$ cat config.mk
export PLATFORM = sky130hd
export DESIGN_NAME = utf8_to_ucs2_hex_encoder_unit
export DESIGN_NICKNAME = d
export VERILOG_FILES = /design/src/design/u2h_pkg.sv /design/src/design/u2h_front.sv /design/src/design/u2h_queue.sv /design/src/design/u2h_back.sv /design/src/design/utf8_to_ucs2_hex_encoder_unit.sv
export SDC_FILE = /design/constraint.sdc
export NUM_CORES = 1
export LEC_CHECK = 0
export BUFFER_PORTS_ARGS = -buffer_cell sky130_fd_sc_hd__buf_2
export CAP_MARGIN = 30
export CORE_AREA = 2 2 94 96
export DETAILED_ROUTE_END_ITERATION = 6
export DIE_AREA = 0 0 96 98
export PLACE_DENSITY = 0.76
export SYNTH_ARGS = -nofsm -noshare
export SYNTH_HDL_FRONTEND = slang
export SYNTH_HIERARCHICAL = 1
export SYNTH_SLANG_ARGS = --single-unit
$ cat constraint.sdc
create_clock -name clk -period 9.66 [get_ports clk]
set_input_delay 0.966 -clock clk [delete_from_list [all_inputs] [get_ports clk]]
set_output_delay 0.966 -clock clk [all_outputs]
set_load 0.02 [all_outputs]
$ cat src/design/u2h_pkg.sv
// shared types, constants and helpers for the utf-8 to ucs-2 hex encoder
`default_nettype none

package u2h_pkg;

  // input item: one byte of utf-8 text
  typedef struct packed {
    logic [7:0] in_byte;
    logic       end_of_text;
  } in_item_t;

  // output item: one ascii hex digit
  typedef struct packed {
    logic [6:0] hex_char;
    logic       last_of_run;
    logic       text_done;
  } out_item_t;

  // decoded work for one input byte: one or two code points
  typedef struct packed {
    logic        two;
    logic [15:0] cp0;
    logic [15:0] cp1;
    logic        eot;
  } cp_job_t;

  // queue status seen by front and back
  typedef struct packed {
    logic full;
    logic empty;
  } q_stat_t;

  localparam int QDepth = 2;

  localparam logic [15:0] QMARK_CP        = 16'h003F;
  localparam logic [7:0]  ASCII_LIMIT     = 8'h80;
  localparam logic [6:0]  CHAR_ZERO       = 7'h30;
  localparam logic [6:0]  CHAR_ALPHA_BASE = 7'h37;

  // held byte counts
  localparam logic [1:0] HELD_NONE = 2'd0;
  localparam logic [1:0] HELD_ONE  = 2'd1;
  localparam logic [1:0] HELD_TWO  = 2'd2;

  // nibble to upper-case ascii hex digit
  function automatic logic [6:0] hex_digit(input logic [3:0] n);
    if (n < 4'd10) begin
      return CHAR_ZERO + {3'b000, n};
    end else begin
      return CHAR_ALPHA_BASE + {3'b000, n};
    end
  endfunction

  // single byte standing alone at the end of text
  function automatic logic [15:0] lone_at_end(input logic [7:0] b);
    if (b < ASCII_LIMIT) begin
      return {8'h00, b};
    end else begin
      return QMARK_CP;
    end
  endfunction

endpackage

`default_nettype wire

$ cat src/design/u2h_front.sv
// front end: accepts utf-8 bytes, tracks held lead bytes, emits code point jobs
`default_nettype none

module u2h_front
  import u2h_pkg::*;
(
  input  wire logic     clk,
  input  wire logic     rst,
  input  wire logic     src_valid,
  output logic          src_ready,
  input  wire in_item_t src_data,
  input  wire q_stat_t  q_stat,
  output logic          q_push,
  output cp_job_t       q_job
);

  logic [7:0] lead_held, lead_held_next;
  logic [7:0] second_held, second_held_next;
  logic [1:0] held_count, held_count_next;
  logic       accept;
  logic       produce;
  logic [7:0] b;
  logic       eot;

  assign src_ready = !q_stat.full;
  assign accept    = src_valid && src_ready;
  assign b         = src_data.in_byte;
  assign eot       = src_data.end_of_text;
  assign q_push    = accept && produce;

  // decode of the current byte against held state
  always_comb begin
    lead_held_next   = lead_held;
    second_held_next = second_held;
    held_count_next  = HELD_NONE;
    produce          = 1'b0;
    q_job.two        = 1'b0;
    q_job.cp0        = QMARK_CP;
    q_job.cp1        = QMARK_CP;
    q_job.eot        = eot;
    if (held_count == HELD_ONE && lead_held[7:5] == 3'b110) begin
      produce   = 1'b1;
      q_job.cp0 = {5'b00000, lead_held[4:0], b[5:0]};
    end else if (held_count == HELD_ONE) begin
      if (eot) begin
        // cut-off three-byte lead, then the byte decoded alone
        produce   = 1'b1;
        q_job.two = 1'b1;
        q_job.cp1 = lone_at_end(b);
      end else begin
        second_held_next = b;
        held_count_next  = HELD_TWO;
      end
    end else if (held_count == HELD_TWO) begin
      produce   = 1'b1;
      q_job.cp0 = {lead_held[3:0], second_held[5:0], b[5:0]};
    end else begin
      if (b < ASCII_LIMIT) begin
        produce   = 1'b1;
        q_job.cp0 = {8'h00, b};
      end else if (b[7:5] == 3'b110 || b[7:4] == 4'b1110) begin
        if (eot) begin
          produce = 1'b1;
        end else begin
          lead_held_next  = b;
          held_count_next = HELD_ONE;
        end
      end else begin
        produce = 1'b1;
      end
    end
    if (eot) begin
      held_count_next = HELD_NONE;
    end
  end

  // held state registers
  always_ff @(posedge clk) begin
    if (rst) begin
      lead_held   <= 8'h00;
      second_held <= 8'h00;
      held_count  <= HELD_NONE;
    end else if (accept) begin
      lead_held   <= lead_held_next;
      second_held <= second_held_next;
      held_count  <= held_count_next;
    end
  end

endmodule

`default_nettype wire

$ cat src/design/u2h_queue.sv
// short job queue between front and back
`default_nettype none

module u2h_queue
  import u2h_pkg::*;
(
  input  wire logic    clk,
  input  wire logic    rst,
  input  wire logic    push,
  input  wire cp_job_t push_job,
  input  wire logic    pop,
  output cp_job_t      head,
  output q_stat_t      stat
);

  localparam int PtrW = $clog2(QDepth);
  localparam int CntW = $clog2(QDepth + 1);

  cp_job_t             slots [QDepth];
  logic [PtrW-1:0]     wr_ptr;
  logic [PtrW-1:0]     rd_ptr;
  logic [CntW-1:0]     count;

  assign stat.full  = (count == CntW'(QDepth));
  assign stat.empty = (count == '0);
  assign head       = slots[rd_ptr];

  // storage write
  always_ff @(posedge clk) begin
    if (push) begin
      slots[wr_ptr] <= push_job;
    end
  end

  // pointers and fill count
  always_ff @(posedge clk) begin
    if (rst) begin
      wr_ptr <= '0;
      rd_ptr <= '0;
      count  <= '0;
    end else begin
      if (push) begin
        wr_ptr <= (wr_ptr == PtrW'(QDepth - 1)) ? '0 : wr_ptr + 1'b1;
      end
      if (pop) begin
        rd_ptr <= (rd_ptr == PtrW'(QDepth - 1)) ? '0 : rd_ptr + 1'b1;
      end
      if (push && !pop) begin
        count <= count + 1'b1;
      end else if (pop && !push) begin
        count <= count - 1'b1;
      end
    end
  end

endmodule

`default_nettype wire

$ cat src/design/u2h_back.sv
// back end: serializes code points into hex digits through an output register
`default_nettype none

module u2h_back
  import u2h_pkg::*;
(
  input  wire logic    clk,
  input  wire logic    rst,
  input  wire cp_job_t head,
  input  wire q_stat_t q_stat,
  output logic         pop,
  output logic         dst_valid,
  input  wire logic    dst_ready,
  output out_item_t    dst_data
);

  logic [2:0]  idx;
  logic        load;
  logic        final_char;
  logic [15:0] cp;
  logic [3:0]  nib;

  assign load       = !q_stat.empty && (!dst_valid || dst_ready);
  assign final_char = (idx == (head.two ? 3'd7 : 3'd3));
  assign pop        = load && final_char;
  assign cp         = idx[2] ? head.cp1 : head.cp0;

  // nibble select, most significant first
  always_comb begin
    case (idx[1:0])
      2'd0:    nib = cp[15:12];
      2'd1:    nib = cp[11:8];
      2'd2:    nib = cp[7:4];
      default: nib = cp[3:0];
    endcase
  end

  // output register and digit counter
  always_ff @(posedge clk) begin
    if (rst) begin
      dst_valid <= 1'b0;
      idx       <= 3'd0;
    end else if (load) begin
      dst_valid <= 1'b1;
      idx       <= final_char ? 3'd0 : idx + 3'd1;
    end else if (dst_ready) begin
      dst_valid <= 1'b0;
    end
  end

  // output payload
  always_ff @(posedge clk) begin
    if (load) begin
      dst_data.hex_char    <= hex_digit(nib);
      dst_data.last_of_run <= final_char;
      dst_data.text_done   <= final_char && head.eot;
    end
  end

endmodule

`default_nettype wire

$ cat src/design/utf8_to_ucs2_hex_encoder_unit.sv
// top level of the utf-8 to ucs-2 hex encoder
`default_nettype none

// Takes UTF-8 text one byte per transfer and returns each decoded code point
// as four upper-case ASCII hex digits, most significant first. The front end
// takes one byte per cycle while its two-entry job queue has room; the back
// end sends one digit per cycle from its output register while the queue holds
// a job and the receiver is ready. An ASCII byte or a completed multi-byte
// sequence gives four digits, so the one-digit-per-cycle output sets sustained
// throughput. A three-byte lead cut off by end of text on the byte after it
// gives eight digits. Lead bytes that are held give no digits. A byte's first
// digit passes through the queue slot and then the output register.
module utf8_to_ucs2_hex_encoder_unit
  import u2h_pkg::*;
(
  input  wire logic      clk,
  input  wire logic      rst,
  input  wire logic      src_valid,
  output logic           src_ready,
  input  wire in_item_t  src_data,
  output logic           dst_valid,
  input  wire logic      dst_ready,
  output out_item_t      dst_data
);

  q_stat_t q_stat;
  logic    q_push;
  logic    q_pop;
  cp_job_t q_job;
  cp_job_t q_head;

  // byte intake and decode
  u2h_front u_front (
    .clk       (clk),
    .rst       (rst),
    .src_valid (src_valid),
    .src_ready (src_ready),
    .src_data  (src_data),
    .q_stat    (q_stat),
    .q_push    (q_push),
    .q_job     (q_job)
  );

  // job queue
  u2h_queue u_queue (
    .clk      (clk),
    .rst      (rst),
    .push     (q_push),
    .push_job (q_job),
    .pop      (q_pop),
    .head     (q_head),
    .stat     (q_stat)
  );

  // digit serializer
  u2h_back u_back (
    .clk       (clk),
    .rst       (rst),
    .head      (q_head),
    .q_stat    (q_stat),
    .pop       (q_pop),
    .dst_valid (dst_valid),
    .dst_ready (dst_ready),
    .dst_data  (dst_data)
  );

`ifndef SYNTHESIS
  // end of text always closes a run
  a_done_is_last: assert property (@(posedge clk) disable iff (rst)
    dst_valid && dst_data.text_done |-> dst_data.last_of_run)
    else $error("text_done without last_of_run");

  // only hex digits leave the block
  a_hex_range: assert property (@(posedge clk) disable iff (rst)
    dst_valid |-> ((dst_data.hex_char >= 7'h30 && dst_data.hex_char <= 7'h39) ||
                   (dst_data.hex_char >= 7'h41 && dst_data.hex_char <= 7'h46)))
    else $error("output is not a hex digit");

  // no push into a full queue
  a_no_overflow: assert property (@(posedge clk) disable iff (rst)
    !(q_push && q_stat.full))
    else $error("job queue overflow");

  // no pop from an empty queue
  a_no_underflow: assert property (@(posedge clk) disable iff (rst)
    !(q_pop && q_stat.empty))
    else $error("job queue underflow");
`endif

endmodule

`default_nettype wire

# Word level (Yosys, flattened, before mapping)
# Memory sizes are Yosys's and may differ from the RTL's. A register that Yosys moved wholly into a read port is not among the register bits.
# Cells that the tools add are included.
# classes
add_sub_neg,7
n_lt_le_gt_ge,2
eq_ne,9
muxes,36
n_bitwise,5
reduce_logical,21
# ops
cell,n
$mux W16,7
$mux W1,17
$add A6 B4 Y7 const A,2
$mux W2,7
$pmux W4 S3,1
$logic_and A1 B1 Y1,8
$lt A8 B8 Y1 const B,1
$mux W8,1
$mux W7,1
$reduce_and A7 Y1,1
$eq A2 B2 Y1 const B,3
$eq A3 B3 Y1 const B,2
$mux W3,2
$logic_not A1 Y1,5
$not A1 Y1,5
$eq A2 B1 Y1 const B,2
$eq A4 B4 Y1 const B,1
$logic_not A2 Y1,2
$lt A4 B4 Y1 const B,1
$reduce_and A4 Y1,1
$reduce_bool A2 Y1,2
$add A3 B1 Y3 const B,1
$eq A3 B3 Y1,1
$add A1 B1 Y1 const B,2
3 further kinds,4
# totals
register_bits,33
mem_bits_rw,68
inputBits,13
word_cells,92
n_memories,1
# mem_list
memory,depth,word_bits,rd,rd_clocked_by_memory_dff,wr,line_no,source
u_queue.slots,2,34,1,1,1,u2h_queue.sv:19,cp_job_t slots [QDepth];

# Depth between registers and ports, before layout
# logic_depth
depth_word,12
ltp_mapped,11

# By module
# The synthesis kept the hierarchy.
# modules_own_cells
module,instances,cells_each,area_per_inst_um2,seq_area_each_um2
u2h_queue,1,128,2660.1,2142.1
u2h_front,1,116,1022.2,320.3
u2h_back,1,82,859.6,350.3

# Least setup slack after synthesis
# Ideal clock, no wire load.
# synth_path
path_kind,input -> register
startpoint,input src_data[8] in the netlist's numbering
endpoint,"memory u_queue/slots[0][0] in the netlist's numbering, enable pin"
setup_ns,0.429
t_arrival_ns,3.034
setup_slack_ns,6.196
cell_stages,4
path_buffers,0
path_cell_list,a21boi_1 > a21oi_1 > o311a_1 > nor2b_1
# synth_via
elab_chain_cells,10
word_cells_on_any_way,12
# synth_lines
element,line_no,source
"start, declared",utf8_to_ucs2_hex_encoder_unit.sv:20,"input wire in_item_t src_data,"
"parallel branches: the longest is 3 deep, another holds $lt A8 B8 Y1",--,
$mux W1 (*),u2h_front.sv:58,if (b < ASCII_LIMIT) begin
$mux W1 (*),u2h_front.sv:54,end else if (held_count == HELD_TWO) begin
$mux W1 (*),u2h_front.sv:44,end else if (held_count == HELD_ONE) begin
$mux W1 (*),u2h_front.sv:41,if (held_count == HELD_ONE && lead_held[7:5] == 3'b110) begin
$logic_and A1 B1 Y1 (*),u2h_front.sv:29,assign q_push = accept && produce;
net q_push,utf8_to_ucs2_hex_encoder_unit.sv:27,logic q_push;
$mux W1 (*),u2h_queue.sv:30,if (push) begin
$mux W1 (implied by the code) (*),u2h_queue.sv:31,slots[wr_ptr] <= push_job;
"end, declared",u2h_queue.sv:19,
# Mark *: on every way through the listed nets, which the timed path passes.

==> reports/summary.txt <==
Initial DRC count -> 156
Setup Skew -> 0.0113 ns
Top cells by area, synth -> edfxtp_1 (51%), dfxtp_1 (11%), mux2_2 (8.7%)
Placed Instances -> 445
Chip height -> 98 um
Final Hold Vio Count -> 0
Setup TNS -> 0 ns
Most used cell, CP -> and2_1
Hpwl dp -> 5.00 mm
# setup viols final -> 0
Gr usage total -> 17.4%
Die ar. -> 9410 um^2
Slew HR -> 43.7%
CTS buffer count -> 9
PwrDens -> 199 nW/um^2
Post-Syn Area -> 4540 um^2
Mapped Cells -> 326
Final core utilization -> 58.0%
ANT cells -> 0
ANT nets after route -> 0
Post-Layout Cell Count -> 461
Critical Path, Cell by Cell -> buf_4 > mux2_2 > xnor2_1 > and2_1 > and2_1 > inv_1 > ha_1 > or3_1 > a21oi_1
Crit Path Max Fanout -> 34
Die X-Extent -> 96 um
Maximum number of pins on one net before global-route repair -> 35
Routed via count -> 2518
Boundary Pins -> 24
Clk pin slew, worst setup/hold paths -> 0.09 ns
#FFs+latches synth -> 102
TritonRoute pass-1 iters -> 5
# rows -> 34
Sequential fraction of the synthesis area -> 61.9%
# nets final -> 367
Cell family with most CP delay -> simple AND/OR/NAND/NOR gates
Critical path type -> reg2reg
Max Cap Violations -> 0
Top cell type's share of synthesized area -> 50.9%
Status -> completed
Htree depth -> 3
CTS tree -> built
Worst-Margin Slew -> 0.844 ns
PortBufs -> 23
Crit path launch type -> register
Yosys warns -> 6
Worst endpoint required time -> 9.95 ns
RSZ-0062 raised after global routing -> false
Clock sinks -> 102
Total gr overflow -> 0
Period minus WS final -> 2.60 ns
Post-route clock period utilization -> 26.9%
WHS -> 0.470 ns
Final Max Tran Viols -> 0
Lkg Pwr -> 1.73 nW
VDD IR max -> 0.117 mV
CP arrival -> 2.89 ns
Post-Syn Area per Cell -> 13.9 um^2
Layout Area Growth over Synthesis -> 8.18%
Clock tree buffer depth -> 2
Core box area -> 8470 um^2
Largest stage delay, worst path -> 0.42 ns
Top_reg_cell synth -> edfxtp_1
Hold_buf cts -> 0
Ys async rst share -> 0%
F_max -> 385 MHz
Initial core utilization -> 53.7%
Antenna violations before repair -> 0
Critical path's slowest cell -> mux2_2
Hold crit path type -> reg2reg
EDFF count, synth -> 77
Cts repair resizes -> 0
Synth area leader -> edfxtp_1
Layout cell share with drive strength beyond 1 -> 24.6%
Via-to-Cell Ratio -> 5.46
Worst Setup End Kind -> register
Postcts setup bufs -> 0
Routed WL -> 7.61 mm
WL/cell -> 16.5 um
Distinct cell type count after synthesis -> 54
Gpl congestion -> 0.789
Number of global-route vias before repair -> 2509
First-pass GRT wire length -> 12.3 mm
Root Driver -> clkbuf_8
Crit path buffers/inverters -> 2
Skew-Pair Late Insertion Delay -> 0.35 ns
DRC errors left -> 0
-- area by class of cell --
cell class              instances  area (um^2)
fillers                       677         3550
flip-flops and latches        102         2810
multi-input cells             197         1560
repair buffers                 26          138
well taps                     108          135
clock buffers                   9          124
clock inverters                 7         95.1
inverters                      12         45.0
-- state kept, by name (all words and copies together), names as in the netlist, named ones only --
name                 flops
u_queue/slots           68
u_back/dst_data          9
u_front/lead_held        8
u_front/second_held      6
u_back/idx               3
u_front/held_count       2
u_queue/count            2
u_back/dst_valid         1
u_queue/rd_ptr           1
u_queue/wr_ptr           1
-- layout by cell type (no fill, tap or decap), drive strengths merged, types with 14 or more instances in the layout --
master and n:
inv 14, buf 26, edfxtp 77, mux2i 15, dfxtp 25, nand2b 29, mux2 35, a21oi 17
-- worst register-to-register path, stage by stage (launching register included) --
cell and delay [ns]:
dfxtp_1 0.32, buf_4 0.39, mux2_2 0.42, xnor2_1 0.16
and2_1 0.19, and2_1 0.19, inv_1 0.07, ha_1 0.31
or3_1 0.35, a21oi_1 0.14
-- stage by stage --
| step | setup WS (ns) | power, W | cell area [um^2] |
|---|---|---|---|
| 3_5_place_dp | 6.87 | 0.000700 | 4690 |
| 3_3_place_gp | 6.95 | 0.000695 | 4690 |
| 4_1_cts | 7.04 | 0.000985 | 4910 |
| 5_1_grt | 6.85 | 0.00102 | 4910 |
| 6_report | 7.06 | 0.000978 | 4910 |
| 2_1_floorplan | 6.20 | 0.000658 | 4570 |
-- cell families (layout without fill, tap and decap cells) --
logic type | count (synthesis) | after routing | share of synthesized area (%)
xor+xnor | 7 | 7 | 1.35
compound gates | 42 | 42 | 6.83
other cells | 1 | 9 | 0.0826
flops | 102 | 102 | 61.9
buf+inv | 35 | 54 | 4.35
simple gates | 82 | 82 | 11.2
fa+ha+maj | 6 | 6 | 1.65
mux | 51 | 51 | 12.6
-- synth_stat cells, drive strengths merged, types with 2 or more instances --
cell     n
and2b    2
a222oi   2
and2     8
nand2b  29
ha       6
clkbuf   3
mux2i   15
a21boi   2
edfxtp  77
xnor2    5
mux2    35
a211o    2
a21oi   17
and3     3
a221oi   3
xor2     2
nor2b    4
a221o    3
dfxtp   25
nor2     9
nand2    7
a22o     4
buf     20
a22oi    4
or2      8
nand4b   2
inv     12
-- report_power, final --
group | switching [W] | internal [W]
sequential | 0.0000120 | 0.000519
combinational | 0.0000979 | 0.0000608
clock | 0.000142 | 0.000147
total | 0.000252 | 0.000726
-- routing by layer --
layer / global-route usage [%] / vias to the layer above / routed length [um]
li1: - / 1218 / -
met1: 23.5 / 1221 / 3400
met2: 26.5 / 65 / 3670
met3: 4.24 / 14 / 344
met4: 7.69 / 0 / 193
met5: 0 / - / 0
-- worst paths after layout --
path,startpoint,to,slack (ns),depth (start not counted)
hold / removal,u_front/lead_held[6]$_SDFFE_PP0P_,u_front/lead_held[6]$_SDFFE_PP0P_,0.47,2
setup / recovery,register,u_queue/count[1]$_SDFFE_PP0P_,7.06,9
setup reg to reg,register,u_queue/count[1]$_SDFFE_PP0P_,7.06,9
hold reg to reg,u_front/lead_held[6]$_SDFFE_PP0P_,u_front/lead_held[6]$_SDFFE_PP0P_,0.47,2
No activity file was read; power rests on OpenSTA's default activity.
